$ cat src/rtl/core/gne_pkg.sv
// ----------------------------------------------------------------------------
// Grid neighbour expander package
// Shared widths, payload structs, codes and the divider interface types.
// ----------------------------------------------------------------------------
package gne_pkg;

  // Field widths fixed by the item formats.
  localparam int unsigned NodeW  = 12;
  localparam int unsigned CountW = 7;
  localparam int unsigned CellW  = 6;
  localparam int unsigned IdW    = 12;

  // Configuration port.
  localparam int unsigned ApbAddrW = 3;
  localparam int unsigned ApbDataW = 32;

  // Register indexes, taken from paddr[2].
  localparam logic RegRowCount    = 1'b0;
  localparam logic RegColumnCount = 1'b1;

  // Reset values of the count registers.
  localparam logic [CountW-1:0] RowCountRst    = CountW'(64);
  localparam logic [CountW-1:0] ColumnCountRst = CountW'(64);

  // Default grid storage.
  localparam int unsigned MaxRowsDef = 64;
  localparam int unsigned MaxColsDef = 64;

  localparam logic OpWrite = 1'b0;
  localparam logic OpQuery = 1'b1;

  typedef enum logic [1:0] {
    MoveUp    = 2'd0,
    MoveDown  = 2'd1,
    MoveRight = 2'd2,
    MoveLeft  = 2'd3
  } move_e;

  typedef enum logic [2:0] {
    StClear,
    StIdle,
    StDiv,
    StRead,
    StEmit
  } state_e;

  typedef struct packed {
    logic             op;
    logic [CellW-1:0] cell_row;
    logic [CellW-1:0] cell_col;
    logic             cell_blocked;
    logic [NodeW-1:0] node_id;
  } in_item_t;

  typedef struct packed {
    logic [IdW-1:0] neighbor_id;
    logic           neighbor_valid;
    logic [1:0]     move_index;
    logic           last;
  } out_item_t;

  typedef struct packed {
    logic              start;
    logic [NodeW-1:0]  dividend;
    logic [CountW-1:0] divisor;
  } div_req_t;

  typedef struct packed {
    logic              done;
    logic [NodeW-1:0]  quotient;
    logic [CountW-1:0] remainder;
  } div_rsp_t;

endpackage

$ cat src/rtl/core/gne_divider.sv
// ----------------------------------------------------------------------------
// Grid neighbour expander divider
// Restoring divider: one quotient bit per cycle, node id by column count.
// ----------------------------------------------------------------------------
module gne_divider import gne_pkg::*; (
  input  logic     clk_i,
  input  logic     rst_ni,
  input  div_req_t req_i,
  output div_rsp_t rsp_o
);

  localparam int unsigned StepW = $clog2(NodeW + 1);

  logic              busy_q;
  logic              done_q;
  logic [StepW-1:0]  step_q;
  logic [NodeW-1:0]  quo_q;
  logic [CountW-1:0] rem_q;
  logic [CountW-1:0] dsr_q;

  logic [CountW:0]   trial;
  logic [CountW:0]   diff;
  logic              ge;
  logic [CountW-1:0] rem_d;

  always_comb begin
    trial = {rem_q, quo_q[NodeW-1]};
    diff  = trial - {1'b0, dsr_q};
    ge    = (trial >= {1'b0, dsr_q});
    // The partial remainder always stays below the divisor.
    rem_d = ge ? diff[CountW-1:0] : trial[CountW-1:0];
  end

  always_ff @(posedge clk_i or negedge rst_ni) begin
    if (!rst_ni) begin
      busy_q <= 1'b0;
      done_q <= 1'b0;
      step_q <= '0;
    end else begin
      done_q <= 1'b0;
      if (req_i.start) begin
        busy_q <= 1'b1;
        step_q <= '0;
      end else if (busy_q) begin
        step_q <= step_q + StepW'(1);
        if (step_q == StepW'(NodeW - 1)) begin
          busy_q <= 1'b0;
          done_q <= 1'b1;
        end
      end
    end
  end

  always_ff @(posedge clk_i) begin
    if (req_i.start) begin
      quo_q <= req_i.dividend;
      rem_q <= '0;
      dsr_q <= req_i.divisor;
    end else if (busy_q) begin
      quo_q <= {quo_q[NodeW-2:0], ge};
      rem_q <= rem_d;
    end
  end

  assign rsp_o.done      = done_q;
  assign rsp_o.quotient  = quo_q;
  assign rsp_o.remainder = rem_q;

endmodule

$ cat config.mk
export PLATFORM = sky130hd
export DESIGN_NAME = gne_divider
export DESIGN_NICKNAME = d
export VERILOG_FILES = /design/src/rtl/core/gne_pkg.sv /design/src/rtl/core/gne_divider.sv
export SDC_FILE = /design/constraint.sdc
export NUM_CORES = 1
export LEC_CHECK = 0
export BUFFER_PORTS_ARGS = -buffer_cell sky130_fd_sc_hd__buf_2
export CORE_UTILIZATION = 25
export CTS_BUF_LIST = sky130_fd_sc_hd__clkbuf_4
export DETAILED_ROUTE_END_ITERATION = 7
export PLACE_DENSITY = 0.47
export SYNTH_ARGS = -nofsm -noshare
export SYNTH_HDL_FRONTEND = slang
export SYNTH_SLANG_ARGS = --single-unit
$ cat constraint.sdc
create_clock -name clk_i -period 5.4 [get_ports clk_i]
set_input_delay 0.27 -clock clk_i [delete_from_list [all_inputs] [get_ports clk_i]]
set_output_delay 0.27 -clock clk_i [all_outputs]
set_load 0.05 [all_outputs]
* After elaboration in Yosys (flattened, before gate mapping)
Cells that the tools add are included.
** Storage, ports and cells
- Word-level logic and storage cells :: 22
- Output and inout port bits :: 20
- Register bits :: 32
** Operators by class
- Muxes and demuxes :: 11
- Reductions and logical operators :: 1
- Add/sub/neg operators :: 2
- $lt $le $gt $ge :: 1
- Equality and inequality tests :: 1
** Operators by type and width (number)
- $mux 12 :: 2
- $ge 8x7->1 :: 1
- $mux 4 :: 2
- $mux 7 :: 1
- $sub 7x7->7 :: 1
- $mux 1 :: 6
- $add 4x1->4 const B :: 1
- $eq 4x4->1 const B :: 1
- $reduce_bool 2->1 :: 1

* Depth between registers and ports, before layout
Gate-level depths: netlist of the first run.
- Depth after elaboration :: 4
- Mapped depth :: 9
- Depth with buffers taken out :: 7

* Worst setup path after synthesis of the first run
Ideal clock, no wire load.
- Kind :: flip-flop to flip-flop
- From :: register quo_q[11]
- To :: register rem_q[0]
- Period minus slack after synthesis :: 2.559 ns
- Setup time :: 0.088 ns
- Data required time :: 5.312 ns
- Cell stages (with the launch flop) :: 10
- Path slack :: 2.841 ns
- Buffers on the path :: 2
- Arrival :: 2.471 ns
- Cells stage by stage :: edfxtp_1 inv_1 ha_1 fa_1 nand2b_1 a211o_1 buf_6 and3_1 buf_6 a311oi_2
** On the way
- Cells in the longest elaborated chain, start to end :: 2
- Elaborated cells between the ends (all ways) :: 3
- Classes of those cells :: add/sub (1); order compare (1); mux (1)
** RTL lines
- start: declaration :: line gne_divider.sv:17 : logic [NodeW-1:0] quo_q;
- start signal: assignment :: line gne_divider.sv:56 : quo_q <= req_i.dividend;
- start signal: assignment :: line gne_divider.sv:60 : quo_q <= {quo_q[NodeW-2:0], ge};
- $sub 7x7->7 or $ge 8x7->1 (tied branches) :: line gne_divider.sv:28, gne_divider.sv:29
- $mux 7 (*) :: line gne_divider.sv:31 : rem_d = ge ? diff[CountW-1:0] : trial[CountW-1:0];
- end signal: assignment :: line gne_divider.sv:61 : rem_q <= rem_d;
- end: declaration :: line gne_divider.sv:18 : logic [CountW-1:0] rem_q;
Mark *: on every way between the ends. The rest lies on a longest branch, timed or not.
A chain may end at the register's enable or synchronous reset.

* Worst setup path after layout of the first run
- From :: register quo_q[11]
- To :: register rem_q[2]
The elaborated chain is that of the path after synthesis.

==> flow_metrics.tcl, run 1 <==
set metrics [dict create \
    status "finished, final reports clean" \
    fillCellCount 759 \
    reg2reg_depth 7 \
    p_total_w 0.000885 \
    cts_buffers 5 \
    cts_root_buffer "clkbuf_4" \
    max-clock-path-buffers 2 \
    viasPerCell 4.50 \
    powerDensity_nw_per_um2 409 \
    dpl.hpwl_mm 2.72 \
    rsz0062_at_grt "no" \
    critPathLaunch "quo_q[11]" \
    rrSetupSlack_ns 3.09 \
    cts_tree "built" \
    row_count 30 \
    cap_viol_max_count 0 \
    synth_area_per_cell_um2 11.3 \
    routabilityCongestion 0.751 \
    drt-pass1-iter-count 4 \
    htree_num_levels 2 \
    ys_types 45 \
    synthFlopType "edfxtp_1" \
    cp-start-kind "flip-flop" \
    fin_nets 230 \
    vias 1331 \
    overflow 0 \
    grt_pass1_vias 1257 \
    finalSetupViolCount 0 \
    end_kind "flip-flop" \
    diodes 0 \
    grt_pass1_wl_mm 6.18 \
    power_leakage_nw 0.914 \
    async_flop_share_pct 18.8 \
    worstSkewPairLatency_ns 0.33 \
    fmax_ghz 0.432 \
    cp_data_arrival_time_ns 2.57 \
    drt-wirelength-per-cell_um 12.6 \
    synth.net_count 191 \
    critPathKind "reg -> reg" \
    rr_endpoint "rem_q[2]" \
    multi_input_area_um2 850 \
    slew_headroom_pct 48.0 \
    worstMarginPinSlew_ns 0.780 \
    ys_warn_count 0 \
    final-max-slew-violation-count 0 \
    layout_common_cells "buf_2 (41), edfxtp_1 (19), nor2_1 (15)" \
    grt_max_degree 40 \
    fin_skew_ns 0.00937 \
    routed_wl_mm 3.73 \
    grt_antenna_before_repair 0 \
    grtUsageTotal_pct 10.8 \
    ios 42 \
    drtIter0Drc 52 \
    final-seq-area_um2 861 \
    final_common_cell "buf_2" \
    die_h_um 87.2 \
    core_um2 6910 \
    port_buffers 41 \
    ys_ff_latch 32 \
    syn_area_um2 1810 \
    hold_slack_ns 0.107 \
    hold_viol_final 0 \
    fin_crit_ns 2.31 \
    ant_nets 0 \
    initial_core_util_pct 26.3 \
    post-route-period-util_pct 42.9 \
    drc 0 \
    reg2reg_from "quo_q[11]" \
    fin_setup_tns_ns 0 \
    synthCells 160 \
    cp.required_ns 5.66 \
    holdCritPathClass "in -> reg" \
    clock_sinks 32 \
    path_clk_slew_ns 0.10 \
    die-area_um2 7600 \
    path_max_fanout 9 \
    area_growth_pct 19.3 \
    cp-endpoint "rem_q[2]" \
    drive_above_1_share_pct 34.0 \
    peakVddDrop_mv 0.223 \
    fp.dieW_um 87.2 \
    synth-edff-count 19 \
    seq_area_frac_synth_pct 47.5 \
]
-- worst max-delay path, stage by stage, from the launching register on --
cell and delay [ns]:
edfxtp_1 0.35, inv_1 0.07, ha_1 0.22, fa_1 0.40
nand2b_1 0.20, a211o_1 0.39, and3_1 0.33, a311oi_2 0.28
-- cell usage after synthesis (2+ instances only) --
cell / n / area (um2)
o31ai_2: 2 / 25.0
o21bai_1: 2 / 15.0
nand2_1: 8 / 30.0
buf_1: 3 / 11.3
a21o_1: 4 / 30.0
buf_6: 2 / 22.5
nand3b_1: 4 / 30.0
buf_4: 2 / 15.0
xnor2_1: 3 / 26.3
dfxtp_1: 7 / 140
xor2_1: 3 / 26.3
inv_1: 11 / 41.3
clkbuf_1: 2 / 7.51
o21ai_0: 2 / 10.0
a211oi_1: 3 / 22.5
edfxtp_1: 19 / 571
mux2i_1: 2 / 20.0
or3b_2: 2 / 17.5
nand2b_1: 6 / 37.5
a311oi_2: 2 / 30.0
nor2_1: 15 / 56.3
a31oi_1: 2 / 12.5
nor3b_1: 5 / 37.5
mux2_2: 11 / 124
a41oi_1: 4 / 35.0
dfrtp_1: 6 / 150
ha_1: 8 / 100
nand4_1: 3 / 18.8
-- logic make-up (layout without fill, tap and decap cells) --
family	after synthesis	after routing	share of synthesized area, %
buffers and inverters	21	61	5.66
flip-flops	32	32	47.5
XOR/XNOR	6	6	2.90
AND/OR/NAND/NOR	50	50	15.4
adder cells (fa/ha/maj)	9	9	6.63
multiplexers	13	13	7.94
AO/OA/AOI/OAI	29	29	14.0
-- metal layers --
layer / vias up / GRT usage, % / wire length [um]
li1: 661 / - / -
met1: 630 / 14.1 / 1800
met2: 33 / 16.3 / 1680
met3: 7 / 2.75 / 166
met4: 0 / 5.81 / 79
met5: - / 0 / 0
-- per-stage QoR --
stage | setup WS (ns) | std cells | cell area (um2) | utilization (%)
after floorplan | 2.84 | 160 | 1810 | -
after global placement | 3.15 | 287 | 2080 | 30.1
after detailed placement | 3.09 | 287 | 2080 | 30.1
after CTS | 3.07 | 296 | 2160 | 31.3
after global routing | 2.96 | 296 | 2160 | 31.3
final | 3.09 | 296 | 2160 | 31.3
-- worst min path at each step --
stage | start | endpoint | cells past startpoint
2_1_floorplan | rst_ni | busy_q | 0
3_3_place_gp | rst_ni | step_q[1] | 1
3_5_place_dp | rst_ni | step_q[2] | 1
4_1_cts | req_i[3] | dsr_q[3] | 1
5_1_grt | req_i[2] | dsr_q[2] | 1
6_report | req_i[3] | dsr_q[3] | 1
-- flip-flops by register name, indices dropped and copies added (netlist names) --
name    flops
step_q      4
quo_q      12
dsr_q       7
rem_q       7
done_q      1
busy_q      1
-- power breakdown --
| group | total [W] | switching [W] | internal, W |
|---|---|---|---|
| Sequential | 0.000329 | 0.0000298 | 0.000299 |
| Clock | 0.000175 | 0.0000806 | 0.0000945 |
| Combinational | 0.000382 | 0.000250 | 0.000131 |
| Total | 0.000885 | 0.000361 | 0.000525 |
-- cell type report --
cell class | instances | share of cell area (%)
clock buffer | 5 | 1.74
clock inverter | 3 | 1.74
inverter | 11 | 1.91
multi-input combinational | 107 | 39.3
sequential | 32 | 39.8
tap | 96 | 5.56
timing repair buffer | 42 | 9.95
-- what timing repair did --
item / CTS / global route
gates resized for setup: 0 / 0
hold endpoints to repair: 6 / 0
hold buffers: 1 / 0
buffers inserted: 0 / 0
setup endpoints to repair: 0 / 0
Power figures use the tool's default switching activity.
==> inputs of run 2 (changes only) <==
--- a/config.mk
+++ b/config.mk
@@ -9,7 +9,7 @@
 export CORE_UTILIZATION = 25
 export CTS_BUF_LIST = sky130_fd_sc_hd__clkbuf_4
 export DETAILED_ROUTE_END_ITERATION = 7
-export PLACE_DENSITY = 0.47
+export PLACE_DENSITY = 0.49
 export SYNTH_ARGS = -nofsm -noshare
 export SYNTH_HDL_FRONTEND = slang
 export SYNTH_SLANG_ARGS = --single-unit
==> constraint.sdc (replaced) <==
create_clock -name clk_i -period 2 [get_ports clk_i]
set_input_delay 0.1 -clock clk_i [delete_from_list [all_inputs] [get_ports clk_i]]
set_output_delay 0.1 -clock clk_i [all_outputs]
set_load 0.05 [all_outputs]
==> flow_metrics.tcl, run 2 (synthesized netlist as in run 1, its figures left out) <==
set metrics [dict create \
    worstSkewPairLatency_ns 0.34 \
    area_growth_pct 29.0 \
    fin_skew_ns 0.0123 \
    power_leakage_nw 0.996 \
    drive_above_1_share_pct 39.7 \
    reg_top3 "quo_q x12, dsr_q x7, rem_q x7" \
    rr_endpoint "rem_q[5]" \
    cp_data_arrival_time_ns 2.27 \
    final-seq-area_um2 861 \
    finalSetupViolCount 0 \
    fp.dieW_um 87.2 \
    worstHoldStart "req_i[16]" \
    grt_pass1_wl_mm 6.80 \
    grt_pass1_vias 1334 \
    largest_register "quo_q" \
    overflow 0 \
    final_common_cell "buf_2" \
    path_clk_slew_ns 0.11 \
    post-route-period-util_pct 99.6 \
    routabilityCongestion 0.771 \
    ant_nets 0 \
    drtIter0Drc 77 \
    diodes 0 \
    status "finished, final reports clean" \
    powerDensity_nw_per_um2 1040 \
    grt_max_degree 40 \
    hold_viol_final 0 \
    vias 1377 \
    fin_nets 249 \
    multi_input_area_um2 885 \
    initial_core_util_pct 26.3 \
    peakVddDrop_mv 0.270 \
    cts_root_buffer "clkbuf_4" \
    layout_common_cells "buf_2 (41), edfxtp_1 (19), nor2_1 (15)" \
    cap_viol_max_count 0 \
    dpl.hpwl_mm 3.01 \
    fillCellCount 749 \
    port_buffers 41 \
    rsz0062_at_grt "yes" \
    core_um2 6910 \
    fin_crit_ns 1.99 \
    fin_setup_tns_ns 0 \
    slew_headroom_pct 46.6 \
    rrSetupSlack_ns 0.008 \
    viasPerCell 4.37 \
    die_h_um 87.2 \
    fmax_ghz 0.502 \
    row_count 30 \
    holdPathStages 2 \
    cp-start-kind "flip-flop" \
    reg2reg_depth 7 \
    ios 42 \
    drt-wirelength-per-cell_um 13.0 \
    largest_register_ffs 12 \
    dp_slack_ns 0.0367 \
    setup_ws_ns 0.00844 \
    holdPathEnd "quo_q[9]" \
    end_kind "flip-flop" \
    die-area_um2 7600 \
    drc 0 \
    max-clock-path-buffers 2 \
    cp.required_ns 2.28 \
    reg2reg_from "dsr_q[0]" \
    holdCritPathClass "in -> reg" \
    critPathKind "reg -> reg" \
    final-max-slew-violation-count 0 \
    htree_num_levels 2 \
    cts_buffers 5 \
    routed_wl_mm 4.09 \
    grt_antenna_before_repair 0 \
    cts_tree "built" \
    path_max_fanout 5 \
    drt-pass1-iter-count 4 \
    clock_sinks 32 \
    worstMarginPinSlew_ns 0.800 \
    grtUsageTotal_pct 11.9 \
]
## run 2: cell type report
class,count,share of cell area (%)
multi-input combinational,107,37.8
clock inverter,2,0.482
sequential,32,36.8
timing repair buffer,61,16.1
inverter,11,1.77
tap,96,5.14
clock buffer,6,1.93
## run 2: critical path: stages (launching register included)
cell and delay (ns):
edfxtp_1 0.43, ha_4 0.18, fa_2 0.34, nand2b_4 0.15, a211o_1 0.30, buf_4 0.17
a31o_2 0.25, o21ai_1 0.11
## run 2: worst max-delay path by stage
stage,to,cells after the start,from
6_report,rem_q[5],7,dsr_q[0]
5_1_grt,rem_q[0],7,dsr_q[0]
4_1_cts,rem_q[5],7,dsr_q[0]
3_5_place_dp,rem_q[4],7,dsr_q[0]
3_3_place_gp,rem_q[0],7,dsr_q[0]
2_1_floorplan,rem_q[0],9,quo_q[11]
## run 2: timing repair
| action | in CTS | in global routing |
|---|---|---|
| endpoints found under the setup margin | 0 | 6 |
| endpoints found under the hold margin | 13 | 0 |
| gates resized for setup | 0 | 1 |
| setup buffers | 0 | 0 |
| hold buffers | 8 | 0 |
## run 2: through the flow
step	total power [W]	utilization (%)	hold WS, ns	instance area [um2]	std cells
5_1_grt	0.00260	33.9	0.0393	2340	315
4_1_cts	0.00247	33.8	0.0405	2330	315
2_1_floorplan	0.00174	-	-0.196	1840	160
6_report	0.00243	33.9	0.0508	2340	315
3_3_place_gp	0.00206	31.8	-0.0663	2190	299
3_5_place_dp	0.00206	31.8	-0.0663	2190	299
## run 2: report_power, final
group          switching, W  internal [W]
clock network      0.000237      0.000147
registers         0.0000621      0.000806
logic              0.000722      0.000456
total               0.00102       0.00141
## run 2: layer usage
layer  track usage [%]  wire (um)  up-vias
li1                  -          -      704
met1              15.9       2010      644
met2              18.5       1890       25
met3              2.84        137        4
met4              4.47         53        0
met5                 0          0        -
